**config.mk**
```make
export PLATFORM = sky130hd
export DESIGN_NAME = go_to_goal_heading_pd_top_flat
export DESIGN_NICKNAME = d
export VERILOG_FILES = /design/src/rtl/ggh_pkg.sv /design/src/rtl/ggh_if.sv /design/src/rtl/ggh_cordic.sv /design/src/rtl/ggh_mul.sv /design/src/rtl/go_to_goal_heading_pd_top.sv /design/src/flat_wrapper.sv
export SDC_FILE = /design/constraint.sdc
export NUM_CORES = 2
export LEC_CHECK = 0
export BUFFER_PORTS_ARGS = -buffer_cell sky130_fd_sc_hd__buf_2
export CORE_MARGIN = 2
export CORE_UTILIZATION = 60
export DETAILED_ROUTE_END_ITERATION = 10
export PLACE_DENSITY = 0.81
export SLEW_MARGIN = 20
export SYNTH_ARGS = -nofsm -noshare
export SYNTH_HDL_FRONTEND = slang
export SYNTH_SLANG_ARGS = --single-unit
```
**constraint.sdc**
```tcl
create_clock -name clock -period 16.7 [get_ports clock]
set_input_delay 5.01 -clock clock [delete_from_list [all_inputs] [get_ports clock]]
set_output_delay 5.01 -clock clock [all_outputs]
set_load 0.02 [all_outputs]
```
**src/rtl/ggh_pkg.sv**
```systemverilog
// Types, constants and the arctangent table of the go-to-goal heading controller.
// Depends on nothing; used by scoped names from the other RTL files.
package ggh_pkg;

   localparam int PosW     = 16;   // Q5.10 positions
   localparam int QuatW    = 16;   // Q1.14 quaternion components
   localparam int GainW    = 16;   // Q4.12 gains
   localparam int LimW     = 15;   // 15 bit unsigned limits
   localparam int LinW     = 15;   // linear velocity
   localparam int AngW     = 16;   // angular velocity
   localparam int ErrW     = 16;   // Q3.12 angles
   localparam int CsrAddrW = 3;
   localparam int CsrDataW = 16;

   localparam int CordW    = 38;   // CORDIC x and y
   localparam int ZW       = 28;   // CORDIC angle, 2^-24 rad
   localparam int AtanIdxW = 5;
   localparam int AtanW    = 24;
   localparam int MulW     = 32;
   localparam int ProdW    = 2 * MulW;
   localparam int AccW     = 34;
   localparam int DistW    = 18;

   localparam int AngleShift = 12;  // 2^-24 rad down to Q3.12
   localparam int ScaleShift = 8;   // position difference scaling
   localparam int DistShift  = 38;  // Q0.30 gain plus the scaling
   localparam int LinShift   = 10;
   localparam int PdShift    = 12;
   localparam int PdW        = AccW - PdShift;
   localparam int LinQW      = ProdW - LinShift;

   localparam logic signed [ZW-1:0]     HalfPiA24   = 28'sd26353589;
   localparam logic signed [MulW-1:0]   InvGainQ30  = 32'sd652032875;
   localparam logic signed [ErrW+1:0]   TwoPiQ12    = 18'sd25736;
   localparam logic signed [ZW-1:0]     ZRoundHalf  = ZW'(1) <<< (AngleShift - 1);
   localparam logic signed [ProdW-1:0]  DistHalf    = ProdW'(1) <<< (DistShift - 1);
   localparam logic signed [ProdW-1:0]  LinHalf     = ProdW'(1) <<< (LinShift - 1);
   localparam logic signed [AccW-1:0]   PdHalf      = AccW'(1) <<< (PdShift - 1);

   localparam logic [GainW-1:0] LinearGainRst   = 16'd1229;
   localparam logic [GainW-1:0] HeadingPGainRst = 16'd6144;
   localparam logic [GainW-1:0] HeadingDGainRst = 16'd410;
   localparam logic [LimW-1:0]  LinearLimitRst  = 15'd2048;
   localparam logic [LimW-1:0]  AngularLimitRst = 15'd2048;
   localparam logic [LimW-1:0]  ArriveDistRst   = 15'd51;
   localparam logic [LimW-1:0]  HeadingGateRst  = 15'd532;

   typedef enum logic [CsrAddrW-1:0] {
      CSR_LINEAR_GAIN,
      CSR_HEADING_P_GAIN,
      CSR_HEADING_D_GAIN,
      CSR_LINEAR_LIMIT,
      CSR_ANGULAR_LIMIT,
      CSR_ARRIVE_DISTANCE,
      CSR_HEADING_GATE
   } csr_addr_type;

   typedef enum logic [4:0] {
      ST_IDLE,
      ST_Q_WZ,
      ST_Q_XY,
      ST_Q_WW,
      ST_Q_XX,
      ST_Q_YY,
      ST_Q_ZZ,
      ST_Q_LOAD,
      ST_PREROT,
      ST_ITER,
      ST_B_LOAD,
      ST_DIST,
      ST_WRAP,
      ST_PD_P,
      ST_PD_D,
      ST_PD_LIN,
      ST_RESULT
   } state_type;

   typedef struct packed {
      logic load;
      logic prerot;
      logic step;
   } cordic_ctrl_type;

   // atan(2^-i) in units of 2^-24 rad
   function automatic logic [AtanW-1:0] atan_lut(input logic [AtanIdxW-1:0] idx);
      logic [AtanW-1:0] v;
      case (idx)
         5'd0:  v = 24'd13176795;
         5'd1:  v = 24'd7778716;
         5'd2:  v = 24'd4110060;
         5'd3:  v = 24'd2086331;
         5'd4:  v = 24'd1047214;
         5'd5:  v = 24'd524117;
         5'd6:  v = 24'd262123;
         5'd7:  v = 24'd131069;
         5'd8:  v = 24'd65536;
         5'd9:  v = 24'd32768;
         5'd10: v = 24'd16384;
         5'd11: v = 24'd8192;
         5'd12: v = 24'd4096;
         5'd13: v = 24'd2048;
         5'd14: v = 24'd1024;
         5'd15: v = 24'd512;
         5'd16: v = 24'd256;
         5'd17: v = 24'd128;
         5'd18: v = 24'd64;
         5'd19: v = 24'd32;
         5'd20: v = 24'd16;
         5'd21: v = 24'd8;
         5'd22: v = 24'd4;
         5'd23: v = 24'd2;
         default: v = '0;
      endcase
      return v;
   endfunction

endpackage

```
**src/rtl/ggh_if.sv**
```systemverilog
// Channel interfaces of the heading controller: request, response and register write.
// Depends on ggh_pkg for the field widths.
interface ggh_req_if;
   logic                               valid;
   logic                               ready;
   logic signed [ggh_pkg::PosW-1:0]    goal_x;
   logic signed [ggh_pkg::PosW-1:0]    goal_y;
   logic signed [ggh_pkg::PosW-1:0]    robot_x;
   logic signed [ggh_pkg::PosW-1:0]    robot_y;
   logic signed [ggh_pkg::QuatW-1:0]   quat_w;
   logic signed [ggh_pkg::QuatW-1:0]   quat_x;
   logic signed [ggh_pkg::QuatW-1:0]   quat_y;
   logic signed [ggh_pkg::QuatW-1:0]   quat_z;

   modport source (output valid, goal_x, goal_y, robot_x, robot_y,
                   quat_w, quat_x, quat_y, quat_z, input ready);
   modport sink   (input valid, goal_x, goal_y, robot_x, robot_y,
                   quat_w, quat_x, quat_y, quat_z, output ready);
endinterface

interface ggh_rsp_if;
   logic                             valid;
   logic                             ready;
   logic [ggh_pkg::LinW-1:0]         linear_vel;
   logic signed [ggh_pkg::AngW-1:0]  angular_vel;

   modport source (output valid, linear_vel, angular_vel, input ready);
   modport sink   (input valid, linear_vel, angular_vel, output ready);
endinterface

interface ggh_csr_if;
   logic                            valid;
   logic                            ready;
   logic [ggh_pkg::CsrAddrW-1:0]    addr;
   logic [ggh_pkg::CsrDataW-1:0]    wdata;

   modport source (output valid, addr, wdata, input ready);
   modport sink   (input valid, addr, wdata, output ready);
endinterface

```
**src/rtl/ggh_cordic.sv**
```systemverilog
// Shared vectoring CORDIC: quadrant pre-rotation and one micro-rotation per cycle.
// Depends on ggh_pkg for widths, control struct and the arctangent table.
module ggh_cordic #(
   parameter int CORDIC_STEPS = 14
) (
   input  logic                              clock,
   input  logic                              reset,
   input  ggh_pkg::cordic_ctrl_type          ctrl,
   input  logic signed [ggh_pkg::CordW-1:0]  x_load,
   input  logic signed [ggh_pkg::CordW-1:0]  y_load,
   output logic signed [ggh_pkg::CordW-1:0]  x_out,
   output logic signed [ggh_pkg::ZW-1:0]     z_out,
   output logic                              last_step
);

   localparam int IterW = (CORDIC_STEPS > 1) ? $clog2(CORDIC_STEPS) : 1;

   logic signed [ggh_pkg::CordW-1:0] x_ff, x_in, y_ff, y_in, xs, ys;
   logic signed [ggh_pkg::ZW-1:0]    z_ff, z_in, atan_s;
   logic [IterW-1:0]                 iter_ff, iter_in;

   assign xs        = x_ff >>> iter_ff;
   assign ys        = y_ff >>> iter_ff;
   assign atan_s    = signed'(ggh_pkg::ZW'(ggh_pkg::atan_lut(ggh_pkg::AtanIdxW'(iter_ff))));
   assign last_step = (iter_ff == IterW'(CORDIC_STEPS - 1));
   assign x_out     = x_ff;
   assign z_out     = z_ff;

   always_comb begin
      x_in    = x_ff;
      y_in    = y_ff;
      z_in    = z_ff;
      iter_in = iter_ff;
      if (ctrl.load) begin
         x_in    = x_load;
         y_in    = y_load;
         z_in    = '0;
         iter_in = '0;
      end else if (ctrl.prerot) begin
         iter_in = '0;
         // left half plane: turn by a quarter so x becomes non-negative
         if (x_ff < 0) begin
            if (y_ff >= 0) begin
               x_in = y_ff;
               y_in = -x_ff;
               z_in = ggh_pkg::HalfPiA24;
            end else begin
               x_in = -y_ff;
               y_in = x_ff;
               z_in = -ggh_pkg::HalfPiA24;
            end
         end
      end else if (ctrl.step) begin
         iter_in = iter_ff + IterW'(1);
         if (y_ff > 0) begin
            x_in = x_ff + ys;
            y_in = y_ff - xs;
            z_in = z_ff + atan_s;
         end else if (y_ff < 0) begin
            x_in = x_ff - ys;
            y_in = y_ff + xs;
            z_in = z_ff - atan_s;
         end
      end
   end

   always_ff @(posedge clock) begin
      if (reset) begin
         iter_ff <= '0;
      end else begin
         iter_ff <= iter_in;
      end
   end

   always_ff @(posedge clock) begin
      x_ff <= x_in;
      y_ff <= y_in;
      z_ff <= z_in;
   end

endmodule

```
**src/rtl/ggh_mul.sv**
```systemverilog
// Shared signed multiplier with a registered product.
// Depends on ggh_pkg for operand widths.
module ggh_mul (
   input  logic                              clock,
   input  logic                              en,
   input  logic signed [ggh_pkg::MulW-1:0]   a,
   input  logic signed [ggh_pkg::MulW-1:0]   b,
   output logic signed [ggh_pkg::ProdW-1:0]  prod
);

   logic signed [ggh_pkg::ProdW-1:0] prod_ff, prod_in;

   assign prod_in = a * b;
   assign prod    = prod_ff;

   always_ff @(posedge clock) begin
      if (en) begin
         prod_ff <= prod_in;
      end
   end

endmodule

```
**src/rtl/go_to_goal_heading_pd_top.sv**
```systemverilog
// Top level of the go-to-goal heading PD controller: sequencer, registers, datapath.
// Depends on ggh_pkg, ggh_if, ggh_cordic and ggh_mul.
//
// Usage:
//  - req_ch carries one control tick per transaction: goal and robot position (Q5.10)
//    and the orientation quaternion (Q1.14). A transaction is taken when valid and
//    ready are both high; ready is high only while the sequencer is idle.
//  - rsp_ch returns one transaction per tick: linear_vel (Q3.12, never negative) and
//    angular_vel (Q3.12). The result sits in an output register until taken.
//  - csr_ch writes the seven gain and limit registers (index 0 to 6, others are
//    ignored); it is always ready. Write only while no tick is in flight.
//  - Sequence: a tick runs through the single CORDIC unit, which runs twice (yaw,
//    then bearing), and through the one shared multiplier that does six quaternion
//    products, the distance scaling and three PD/linear products. The sequencer goes
//    back to idle when the result is loaded into the output register, so ready comes
//    back up in the same cycle that the result is offered.
//  - If the receiver stalls, the result is held; one more request is taken and runs
//    to its last step, where it waits, and ready stays low until the register frees.
//  - Reset (synchronous, active high) returns to idle, drops any pending result,
//    restores the register defaults and clears the stored heading error.
module go_to_goal_heading_pd_top #(
   parameter int CORDIC_STEPS = 14
) (
   input  logic        clock,
   input  logic        reset,
   ggh_req_if.sink     req_ch,
   ggh_rsp_if.source   rsp_ch,
   ggh_csr_if.sink     csr_ch
);

   ggh_pkg::state_type state_ff, state_in;

   // register file
   logic [ggh_pkg::GainW-1:0] linear_gain_ff, heading_p_gain_ff, heading_d_gain_ff;
   logic [ggh_pkg::LimW-1:0]  linear_limit_ff, angular_limit_ff;
   logic [ggh_pkg::LimW-1:0]  arrive_distance_ff, heading_gate_ff;

   // captured tick
   logic signed [ggh_pkg::PosW-1:0]  goal_x_ff, goal_y_ff, robot_x_ff, robot_y_ff;
   logic signed [ggh_pkg::QuatW-1:0] quat_w_ff, quat_x_ff, quat_y_ff, quat_z_ff;

   // working registers
   logic                              bearing_ff;
   logic signed [ggh_pkg::AccW-1:0]   num_ff, acc_ff;
   logic signed [ggh_pkg::ErrW-1:0]   yaw_ff, err_ff, last_err_ff;
   logic [ggh_pkg::DistW-1:0]         dist_ff;
   logic                              rsp_valid_ff;
   logic [ggh_pkg::LinW-1:0]          lin_ff;
   logic signed [ggh_pkg::AngW-1:0]   ang_ff;

   // shared units
   ggh_pkg::cordic_ctrl_type          cordic_ctrl;
   logic signed [ggh_pkg::CordW-1:0]  x_load, y_load, cordic_x;
   logic signed [ggh_pkg::ZW-1:0]     cordic_z;
   logic                              cordic_last;
   logic                              mul_en;
   logic signed [ggh_pkg::MulW-1:0]   mul_a, mul_b;
   logic signed [ggh_pkg::ProdW-1:0]  prod;

   logic req_fire, slot_free;

   assign req_fire  = req_ch.valid && req_ch.ready;
   assign slot_free = !rsp_valid_ff || rsp_ch.ready;

   assign req_ch.ready       = (state_ff == ggh_pkg::ST_IDLE);
   assign csr_ch.ready       = 1'b1;
   assign rsp_ch.valid       = rsp_valid_ff;
   assign rsp_ch.linear_vel  = lin_ff;
   assign rsp_ch.angular_vel = ang_ff;

   ggh_cordic #(
      .CORDIC_STEPS (CORDIC_STEPS)
   ) u_cordic (
      .clock     (clock),
      .reset     (reset),
      .ctrl      (cordic_ctrl),
      .x_load    (x_load),
      .y_load    (y_load),
      .x_out     (cordic_x),
      .z_out     (cordic_z),
      .last_step (cordic_last)
   );

   ggh_mul u_mul (
      .clock (clock),
      .en    (mul_en),
      .a     (mul_a),
      .b     (mul_b),
      .prod  (prod)
   );

   // ---------------------------------------------------------------------------
   // Datapath arithmetic
   // ---------------------------------------------------------------------------
   logic signed [ggh_pkg::AccW-1:0]   prod_lo;
   logic signed [ggh_pkg::ZW-1:0]     z_round;
   logic signed [ggh_pkg::ErrW-1:0]   angle_q12;
   logic signed [ggh_pkg::PosW:0]     dx, dy;
   logic signed [ggh_pkg::ProdW-1:0]  dist_sum, lin_sum;
   logic [ggh_pkg::DistW-1:0]         dist_q;

   // products that feed the accumulators are known to stay inside AccW
   assign prod_lo   = $signed(prod[ggh_pkg::AccW-1:0]);
   assign z_round   = cordic_z + ggh_pkg::ZRoundHalf;
   assign angle_q12 = ggh_pkg::ErrW'(z_round >>> ggh_pkg::AngleShift);
   assign dx        = (ggh_pkg::PosW+1)'(goal_x_ff) - (ggh_pkg::PosW+1)'(robot_x_ff);
   assign dy        = (ggh_pkg::PosW+1)'(goal_y_ff) - (ggh_pkg::PosW+1)'(robot_y_ff);
   assign dist_sum  = prod + ggh_pkg::DistHalf;
   assign dist_q    = ggh_pkg::DistW'(dist_sum >>> ggh_pkg::DistShift);

   // heading error wrap: e, e + 2pi or e - 2pi, whichever is smallest
   logic signed [ggh_pkg::ErrW+1:0] e_raw, c_pos, c_neg, pick_pm, pick;
   logic [ggh_pkg::ErrW+1:0]        mag_e, mag_pos, mag_neg, mag_pm;
   logic signed [ggh_pkg::ErrW-1:0] err_wrap;

   always_comb begin
      e_raw   = (ggh_pkg::ErrW+2)'(yaw_ff) - (ggh_pkg::ErrW+2)'(angle_q12);
      c_pos   = e_raw + ggh_pkg::TwoPiQ12;
      c_neg   = e_raw - ggh_pkg::TwoPiQ12;
      mag_e   = (e_raw < 0) ? unsigned'(-e_raw) : unsigned'(e_raw);
      mag_pos = (c_pos < 0) ? unsigned'(-c_pos) : unsigned'(c_pos);
      mag_neg = (c_neg < 0) ? unsigned'(-c_neg) : unsigned'(c_neg);
      pick_pm = (mag_pos > mag_neg) ? c_neg : c_pos;
      mag_pm  = (mag_pos > mag_neg) ? mag_neg : mag_pos;
      pick    = (mag_e < mag_pm) ? e_raw : pick_pm;
      err_wrap = ggh_pkg::ErrW'(pick);
   end

   // result stage: round, clamp, arrival and heading gate
   logic signed [ggh_pkg::AccW-1:0]  pd_sum;
   logic signed [ggh_pkg::PdW-1:0]   pd_q, pd_lim, pd_clamp;
   logic signed [ggh_pkg::LinQW-1:0] lin_q, lin_lim, lin_clamp;
   logic [ggh_pkg::ErrW-1:0]         err_mag;
   logic                             arrived, gated;
   logic [ggh_pkg::LinW-1:0]         lin_res;
   logic signed [ggh_pkg::AngW-1:0]  ang_res;
   logic signed [ggh_pkg::ErrW-1:0]  last_diff_lo;
   logic signed [ggh_pkg::ErrW:0]    last_diff;

   always_comb begin
      pd_sum  = acc_ff + ggh_pkg::PdHalf;
      pd_q    = ggh_pkg::PdW'(pd_sum >>> ggh_pkg::PdShift);
      pd_lim  = signed'(ggh_pkg::PdW'(angular_limit_ff));
      if (pd_q > pd_lim) begin
         pd_clamp = pd_lim;
      end else if (pd_q < -pd_lim) begin
         pd_clamp = -pd_lim;
      end else begin
         pd_clamp = pd_q;
      end
      lin_sum = prod + ggh_pkg::LinHalf;
      lin_q   = ggh_pkg::LinQW'(lin_sum >>> ggh_pkg::LinShift);
      lin_lim = signed'(ggh_pkg::LinQW'(linear_limit_ff));
      if (lin_q > lin_lim) begin
         lin_clamp = lin_lim;
      end else if (lin_q < 0) begin
         lin_clamp = '0;
      end else begin
         lin_clamp = lin_q;
      end
      err_mag = (err_ff < 0) ? unsigned'(-err_ff) : unsigned'(err_ff);
      arrived = (dist_ff < ggh_pkg::DistW'(arrive_distance_ff));
      gated   = (err_mag > ggh_pkg::ErrW'(heading_gate_ff));
      lin_res = (arrived || gated) ? '0 : ggh_pkg::LinW'(lin_clamp);
      ang_res = arrived ? '0 : ggh_pkg::AngW'(-pd_clamp);
   end

   assign last_diff    = (ggh_pkg::ErrW+1)'(last_err_ff) - (ggh_pkg::ErrW+1)'(err_ff);
   assign last_diff_lo = ggh_pkg::ErrW'(0);

   // ---------------------------------------------------------------------------
   // Sequencer: next state
   // ---------------------------------------------------------------------------
   always_comb begin
      state_in = state_ff;
      case (state_ff)
         ggh_pkg::ST_IDLE:   if (req_ch.valid) state_in = ggh_pkg::ST_Q_WZ;
         ggh_pkg::ST_Q_WZ:   state_in = ggh_pkg::ST_Q_XY;
         ggh_pkg::ST_Q_XY:   state_in = ggh_pkg::ST_Q_WW;
         ggh_pkg::ST_Q_WW:   state_in = ggh_pkg::ST_Q_XX;
         ggh_pkg::ST_Q_XX:   state_in = ggh_pkg::ST_Q_YY;
         ggh_pkg::ST_Q_YY:   state_in = ggh_pkg::ST_Q_ZZ;
         ggh_pkg::ST_Q_ZZ:   state_in = ggh_pkg::ST_Q_LOAD;
         ggh_pkg::ST_Q_LOAD: state_in = ggh_pkg::ST_PREROT;
         ggh_pkg::ST_PREROT: state_in = ggh_pkg::ST_ITER;
         ggh_pkg::ST_ITER: begin
            if (cordic_last) begin
               state_in = bearing_ff ? ggh_pkg::ST_DIST : ggh_pkg::ST_B_LOAD;
            end
         end
         ggh_pkg::ST_B_LOAD: state_in = ggh_pkg::ST_PREROT;
         ggh_pkg::ST_DIST:   state_in = ggh_pkg::ST_WRAP;
         ggh_pkg::ST_WRAP:   state_in = ggh_pkg::ST_PD_P;
         ggh_pkg::ST_PD_P:   state_in = ggh_pkg::ST_PD_D;
         ggh_pkg::ST_PD_D:   state_in = ggh_pkg::ST_PD_LIN;
         ggh_pkg::ST_PD_LIN: state_in = ggh_pkg::ST_RESULT;
         ggh_pkg::ST_RESULT: if (slot_free) state_in = ggh_pkg::ST_IDLE;
         default:            state_in = ggh_pkg::ST_IDLE;
      endcase
   end

   // ---------------------------------------------------------------------------
   // Sequencer: unit controls. A product issued in one state is read in the next.
   // ---------------------------------------------------------------------------
   always_comb begin
      mul_en      = 1'b0;
      mul_a       = '0;
      mul_b       = '0;
      cordic_ctrl = '0;
      x_load      = '0;
      y_load      = '0;
      case (state_ff)
         ggh_pkg::ST_Q_WZ: begin
            mul_en = 1'b1;
            mul_a  = ggh_pkg::MulW'(quat_w_ff);
            mul_b  = ggh_pkg::MulW'(quat_z_ff);
         end
         ggh_pkg::ST_Q_XY: begin
            mul_en = 1'b1;
            mul_a  = ggh_pkg::MulW'(quat_x_ff);
            mul_b  = ggh_pkg::MulW'(quat_y_ff);
         end
         ggh_pkg::ST_Q_WW: begin
            mul_en = 1'b1;
            mul_a  = ggh_pkg::MulW'(quat_w_ff);
            mul_b  = ggh_pkg::MulW'(quat_w_ff);
         end
         ggh_pkg::ST_Q_XX: begin
            mul_en = 1'b1;
            mul_a  = ggh_pkg::MulW'(quat_x_ff);
            mul_b  = ggh_pkg::MulW'(quat_x_ff);
         end
         ggh_pkg::ST_Q_YY: begin
            mul_en = 1'b1;
            mul_a  = ggh_pkg::MulW'(quat_y_ff);
            mul_b  = ggh_pkg::MulW'(quat_y_ff);
         end
         ggh_pkg::ST_Q_ZZ: begin
            mul_en = 1'b1;
            mul_a  = ggh_pkg::MulW'(quat_z_ff);
            mul_b  = ggh_pkg::MulW'(quat_z_ff);
         end
         ggh_pkg::ST_Q_LOAD: begin
            // x = w^2 + x^2 - y^2 - z^2, y = 2(wz + xy)
            cordic_ctrl.load = 1'b1;
            x_load = ggh_pkg::CordW'(acc_ff - prod_lo);
            y_load = ggh_pkg::CordW'(num_ff) <<< 1;
         end
         ggh_pkg::ST_PREROT: cordic_ctrl.prerot = 1'b1;
         ggh_pkg::ST_ITER:   cordic_ctrl.step   = 1'b1;
         ggh_pkg::ST_B_LOAD: begin
            cordic_ctrl.load = 1'b1;
            x_load = ggh_pkg::CordW'(dx) <<< ggh_pkg::ScaleShift;
            y_load = ggh_pkg::CordW'(dy) <<< ggh_pkg::ScaleShift;
         end
         ggh_pkg::ST_DIST: begin
            // magnitude is non-negative and well inside MulW
            mul_en = 1'b1;
            mul_a  = $signed(cordic_x[ggh_pkg::MulW-1:0]);
            mul_b  = ggh_pkg::InvGainQ30;
         end
         ggh_pkg::ST_PD_P: begin
            mul_en = 1'b1;
            mul_a  = signed'(ggh_pkg::MulW'(heading_p_gain_ff));
            mul_b  = ggh_pkg::MulW'(err_ff);
         end
         ggh_pkg::ST_PD_D: begin
            mul_en = 1'b1;
            mul_a  = signed'(ggh_pkg::MulW'(heading_d_gain_ff));
            mul_b  = ggh_pkg::MulW'(last_diff) + ggh_pkg::MulW'(last_diff_lo);
         end
         ggh_pkg::ST_PD_LIN: begin
            mul_en = 1'b1;
            mul_a  = signed'(ggh_pkg::MulW'(linear_gain_ff));
            mul_b  = signed'(ggh_pkg::MulW'(dist_ff));
         end
         default: ;
      endcase
   end

   // ---------------------------------------------------------------------------
   // Control registers
   // ---------------------------------------------------------------------------
   always_ff @(posedge clock) begin
      if (reset) begin
         state_ff     <= ggh_pkg::ST_IDLE;
         bearing_ff   <= 1'b0;
         rsp_valid_ff <= 1'b0;
         last_err_ff  <= '0;
      end else begin
         state_ff <= state_in;
         if (state_ff == ggh_pkg::ST_Q_LOAD) begin
            bearing_ff <= 1'b0;
         end else if (state_ff == ggh_pkg::ST_B_LOAD) begin
            bearing_ff <= 1'b1;
         end
         if (state_ff == ggh_pkg::ST_RESULT && slot_free) begin
            rsp_valid_ff <= 1'b1;
            last_err_ff  <= err_ff;
         end else if (rsp_ch.ready) begin
            rsp_valid_ff <= 1'b0;
         end
      end
   end

   // register writes; data is masked to the register width
   always_ff @(posedge clock) begin
      if (reset) begin
         linear_gain_ff     <= ggh_pkg::LinearGainRst;
         heading_p_gain_ff  <= ggh_pkg::HeadingPGainRst;
         heading_d_gain_ff  <= ggh_pkg::HeadingDGainRst;
         linear_limit_ff    <= ggh_pkg::LinearLimitRst;
         angular_limit_ff   <= ggh_pkg::AngularLimitRst;
         arrive_distance_ff <= ggh_pkg::ArriveDistRst;
         heading_gate_ff    <= ggh_pkg::HeadingGateRst;
      end else if (csr_ch.valid && csr_ch.ready) begin
         case (csr_ch.addr)
            ggh_pkg::CSR_LINEAR_GAIN:     linear_gain_ff     <= csr_ch.wdata;
            ggh_pkg::CSR_HEADING_P_GAIN:  heading_p_gain_ff  <= csr_ch.wdata;
            ggh_pkg::CSR_HEADING_D_GAIN:  heading_d_gain_ff  <= csr_ch.wdata;
            ggh_pkg::CSR_LINEAR_LIMIT:    linear_limit_ff    <= csr_ch.wdata[ggh_pkg::LimW-1:0];
            ggh_pkg::CSR_ANGULAR_LIMIT:   angular_limit_ff   <= csr_ch.wdata[ggh_pkg::LimW-1:0];
            ggh_pkg::CSR_ARRIVE_DISTANCE: arrive_distance_ff <= csr_ch.wdata[ggh_pkg::LimW-1:0];
            ggh_pkg::CSR_HEADING_GATE:    heading_gate_ff    <= csr_ch.wdata[ggh_pkg::LimW-1:0];
            default: ;
         endcase
      end
   end

   // ---------------------------------------------------------------------------
   // Payload registers
   // ---------------------------------------------------------------------------
   always_ff @(posedge clock) begin
      if (req_fire) begin
         goal_x_ff  <= req_ch.goal_x;
         goal_y_ff  <= req_ch.goal_y;
         robot_x_ff <= req_ch.robot_x;
         robot_y_ff <= req_ch.robot_y;
         quat_w_ff  <= req_ch.quat_w;
         quat_x_ff  <= req_ch.quat_x;
         quat_y_ff  <= req_ch.quat_y;
         quat_z_ff  <= req_ch.quat_z;
      end
   end

   always_ff @(posedge clock) begin
      case (state_ff)
         ggh_pkg::ST_Q_XY:   num_ff <= prod_lo;
         ggh_pkg::ST_Q_WW:   num_ff <= num_ff + prod_lo;
         ggh_pkg::ST_Q_XX:   acc_ff <= prod_lo;
         ggh_pkg::ST_Q_YY:   acc_ff <= acc_ff + prod_lo;
         ggh_pkg::ST_Q_ZZ:   acc_ff <= acc_ff - prod_lo;
         ggh_pkg::ST_B_LOAD: yaw_ff <= angle_q12;   // yaw pass still in the CORDIC
         ggh_pkg::ST_WRAP: begin
            dist_ff <= dist_q;
            err_ff  <= err_wrap;
         end
         ggh_pkg::ST_PD_D:   acc_ff <= prod_lo;
         ggh_pkg::ST_PD_LIN: acc_ff <= acc_ff + prod_lo;
         ggh_pkg::ST_RESULT: begin
            if (slot_free) begin
               lin_ff <= lin_res;
               ang_ff <= ang_res;
            end
         end
         default: ;
      endcase
   end

endmodule

```
**src/flat_wrapper.sv**
```systemverilog
// flat-port wrapper written by rule: the top's interface ports become plain ports
module go_to_goal_heading_pd_top_flat 
#(
   parameter int CORDIC_STEPS = 14
)
  (clock, reset, req_ch_valid, req_ch_goal_x, req_ch_goal_y, req_ch_robot_x, req_ch_robot_y, req_ch_quat_w, req_ch_quat_x, req_ch_quat_y, req_ch_quat_z, req_ch_ready, rsp_ch_valid, rsp_ch_linear_vel, rsp_ch_angular_vel, rsp_ch_ready, csr_ch_valid, csr_ch_addr, csr_ch_wdata, csr_ch_ready);
  ggh_req_if req_ch_i ();
  ggh_rsp_if rsp_ch_i ();
  ggh_csr_if csr_ch_i ();
  input  logic clock;
  input  logic reset;
  input wire logic [$bits(req_ch_i.valid)-1:0] req_ch_valid;
  input wire logic [$bits(req_ch_i.goal_x)-1:0] req_ch_goal_x;
  input wire logic [$bits(req_ch_i.goal_y)-1:0] req_ch_goal_y;
  input wire logic [$bits(req_ch_i.robot_x)-1:0] req_ch_robot_x;
  input wire logic [$bits(req_ch_i.robot_y)-1:0] req_ch_robot_y;
  input wire logic [$bits(req_ch_i.quat_w)-1:0] req_ch_quat_w;
  input wire logic [$bits(req_ch_i.quat_x)-1:0] req_ch_quat_x;
  input wire logic [$bits(req_ch_i.quat_y)-1:0] req_ch_quat_y;
  input wire logic [$bits(req_ch_i.quat_z)-1:0] req_ch_quat_z;
  output wire logic [$bits(req_ch_i.ready)-1:0] req_ch_ready;
  output wire logic [$bits(rsp_ch_i.valid)-1:0] rsp_ch_valid;
  output wire logic [$bits(rsp_ch_i.linear_vel)-1:0] rsp_ch_linear_vel;
  output wire logic [$bits(rsp_ch_i.angular_vel)-1:0] rsp_ch_angular_vel;
  input wire logic [$bits(rsp_ch_i.ready)-1:0] rsp_ch_ready;
  input wire logic [$bits(csr_ch_i.valid)-1:0] csr_ch_valid;
  input wire logic [$bits(csr_ch_i.addr)-1:0] csr_ch_addr;
  input wire logic [$bits(csr_ch_i.wdata)-1:0] csr_ch_wdata;
  output wire logic [$bits(csr_ch_i.ready)-1:0] csr_ch_ready;
  assign req_ch_i.valid = req_ch_valid;
  assign req_ch_i.goal_x = req_ch_goal_x;
  assign req_ch_i.goal_y = req_ch_goal_y;
  assign req_ch_i.robot_x = req_ch_robot_x;
  assign req_ch_i.robot_y = req_ch_robot_y;
  assign req_ch_i.quat_w = req_ch_quat_w;
  assign req_ch_i.quat_x = req_ch_quat_x;
  assign req_ch_i.quat_y = req_ch_quat_y;
  assign req_ch_i.quat_z = req_ch_quat_z;
  assign req_ch_ready = req_ch_i.ready;
  assign rsp_ch_valid = rsp_ch_i.valid;
  assign rsp_ch_linear_vel = rsp_ch_i.linear_vel;
  assign rsp_ch_angular_vel = rsp_ch_i.angular_vel;
  assign rsp_ch_i.ready = rsp_ch_ready;
  assign csr_ch_i.valid = csr_ch_valid;
  assign csr_ch_i.addr = csr_ch_addr;
  assign csr_ch_i.wdata = csr_ch_wdata;
  assign csr_ch_ready = csr_ch_i.ready;
  go_to_goal_heading_pd_top #(.CORDIC_STEPS(CORDIC_STEPS)) u_core (.clock(clock), .reset(reset), .req_ch(req_ch_i), .rsp_ch(rsp_ch_i), .csr_ch(csr_ch_i));
endmodule
```
==> metrics.csv <==
metric;value;unit
initial_core_util;60.4;%
coreArea;0.142;mm2
maxCapViolations;0;
critPathCaptureType;register;
ios;186;
fp.dieArea;0.146;mm2
antenna_found_initial;18;
drt_iter0_markers;7654;
yosysSeqAreaShare;19.0;%
cts_sinks;603;
drtAntennaViolNets;0;
dr.pass1.iters;10;
timing.fmax;83.9;MHz
vias;73700;
place_hpwl;234000;um
cts_tree;built;
cp-start-kind;register;
port_buffers;184;
hold_viol_final;0;
post_drt_via_cell_ratio;6.36;
hp-class;register to register;
post-route-drc-count;0;
relSlewSlack;17.7;%
required;17140;ps
setup_viol_count_final;0;
area_growth;6.97;%
grt_pass1_vias;74600;
synth-edff-count;417;
skew;61.1;ps
drt_wl_total;298000;um
worst_pin_slew;1230;ps
fp-row-count;138;
grt_pass1_wl;450000;um
drv_slew;0;
post_cts_buffers;0;
dieHeight;382;um
synth_ff_type;edfxtp_1;
place_congestion;1.07;
netlist_instances;9584;
syn_area;0.0855;mm2
cp_common_cell;fa_1;
cts_buffer_depth;3;
grt_max_degree;84;
finalSetupTns;0;ps
wire_per_inst;25.7;um
htree_num_levels;3;
multi_input_area;0.0625;mm2
hold_buffers;0;
drive_gt1_share;7.30;%
synth.distinct_cells;111;
synthArstFlopShare;0;%
critPathMaxStageDelay;930;ps
status;finished, final reports clean;
nets;11400;
clock_latency;730;ps
crit_arrival;12360;ps
finalCritPeriodShare;71.4;%
cp_slowest_cell;fa_1;
cts-root-buf;clkbuf_16;
yosys_register_bits;603;
cts_buffers;76;
period_minus_slack;11920;ps
grt-ovfl-total;0;
syn_avg_cell_area;8.92;um2
rsz0062_at_grt;false;
cts.clk_slew.worst_paths;60;ps
path_class;register to register;
fillCellCount;11700;
seqCellArea;0.0163;mm2
ys_warn_count;0;
dieWidth;382;um
grt.total_usage;40.9;%
critPathMaxFanout;66;
cts_resized;0;
==> worst max-delay path, delay by kind of cell, from the launching register on <==
family,cells,cell delay (ps)
DFF,1,590
and+or+nand+nor,6,2690
buffers and inverters,8,1940
adders and majority gates,9,4810
AOI/OAI and AO/OA,8,1490
xor gates and xnor gates,1,90
==> registers in the layout, indices dropped and copies added (netlist names), 18 cells and up <==
name	cells
u_core.u_mul.prod	64
u_core.acc_ff	34
u_core.num_ff	34
u_core.u_cordic.z_out	28
u_core.dist_ff	18
u_core.u_cordic.x_out	38
u_core.u_cordic.atan_s	23
u_core.u_cordic.y_ff	38
==> routing by layer <==
metal | GRT usage [%] | up-vias | wire (um)
met3 | 11.4 | 1203 | 34200
met2 | 63.8 | 4180 | 133000
li1 | - | 32200 | -
met1 | 49.6 | 36100 | 106000
met5 | 0 | - | 102
met4 | 26.9 | 16 | 25300
==> final timing paths <==
check | end | startpoint | slack [ps] | cells after the start
min | u_core.heading_d_gain_ff[13] | u_core.heading_d_gain_ff[13] | 460 | 2
min reg2reg | u_core.heading_d_gain_ff[13] | u_core.heading_d_gain_ff[13] | 460 | 2
max | u_core.u_mul.prod[63] | u_core.state_ff[3] | 4780 | 32
max reg2reg | u_core.u_mul.prod[63] | u_core.state_ff[3] | 4780 | 32
==> cell families after synthesis <==
family          share of synthesized area [%]
compound gates                           13.8
xor+xnor                                 6.63
fa+ha+maj                                33.3
buf+inv                                  8.32
flops                                    19.0
mux                                      4.25
other cells                           0.00878
simple gates                             14.7
==> cells in the final DEF (no fill, tap or decap), drive strengths merged, types with 61 or more instances in the layout <==
cell and instances:
o31ai 63, ha 590, nor2 702, nand2 1161, nor3 148, nand4 63
clkbuf 93, mux4 109, inv 1475, o21ai 416, mux2i 83, nor4 61
nand3 149, edfxtp 417, xnor2 434, dfxtp 186, a21oi 565, nand2b 82
xor2 211, fa 1053, a31oi 72, a21o 177, buf 333, and3 68
o21a 66, o211ai 61, nor2b 65
==> area by class of cell <==
class,instances,area share [%]
sequential,603,17.8
tap,1890,2.58
multi-input combinational,7127,68.3
clock buffer,93,2.26
clock inverter,47,0.722
antenna,20,0.0547
inverter,1467,6.02
timing repair buffer,333,2.25
==> Yosys cell counts, drive strengths merged, types with 16 or more instances <==
cell     instances  share of area, %
inv           1465               6.4
nand2         1161               5.1
fa            1053                25
nor2           702               3.1
ha             590               8.6
a21oi          565               3.3
xnor2          434               4.4
edfxtp         417                15
o21ai          416               2.4
clkbuf         322               1.4
xor2           211               2.2
dfxtp          186               4.4
a21o           177               1.6
nand3          149              0.88
nor3           148              0.87
mux4           109               2.9
mux2i           83              0.98
nand2b          82              0.61
a31oi           72              0.53
and3            68              0.50
buf             67              0.46
o21a            66              0.58
nor2b           65              0.48
nand4           63              0.47
o31ai           63              0.55
nor4            61              0.50
o211ai          61              0.54
or3             56              0.41
a22oi           53              0.47
a22o            50              0.51
a211oi          45              0.40
and2            41              0.30
nand3b          35              0.31
or4             35              0.31
a221oi          30              0.31
or2             30              0.22
o22ai           29              0.21
mux2            28              0.37
o21bai          26              0.23
a211o           17              0.17
o221ai          17              0.17
o31a            17              0.17
a2111oi         16              0.17
nor3b           16              0.14
==> stage by stage <==
step | setup WS, ps | utilization [%] | hold WS (ps) | cells | cell area [um2]
after floorplan | 6320 | - | 432 | 9587 | 85500
after global placement | 5160 | 62.6 | 441 | 11400 | 88600
after detailed placement | 4960 | 62.6 | 447 | 11400 | 88600
after CTS | 4920 | 64.5 | 455 | 11600 | 91400
after global routing | 4190 | 64.6 | 471 | 11600 | 91400
final | 4780 | 64.6 | 457 | 11600 | 91500
Power is left out: the tool's default activity adds up to more than one toggle a clock period on the data nets, which glitch-free logic cannot reach.
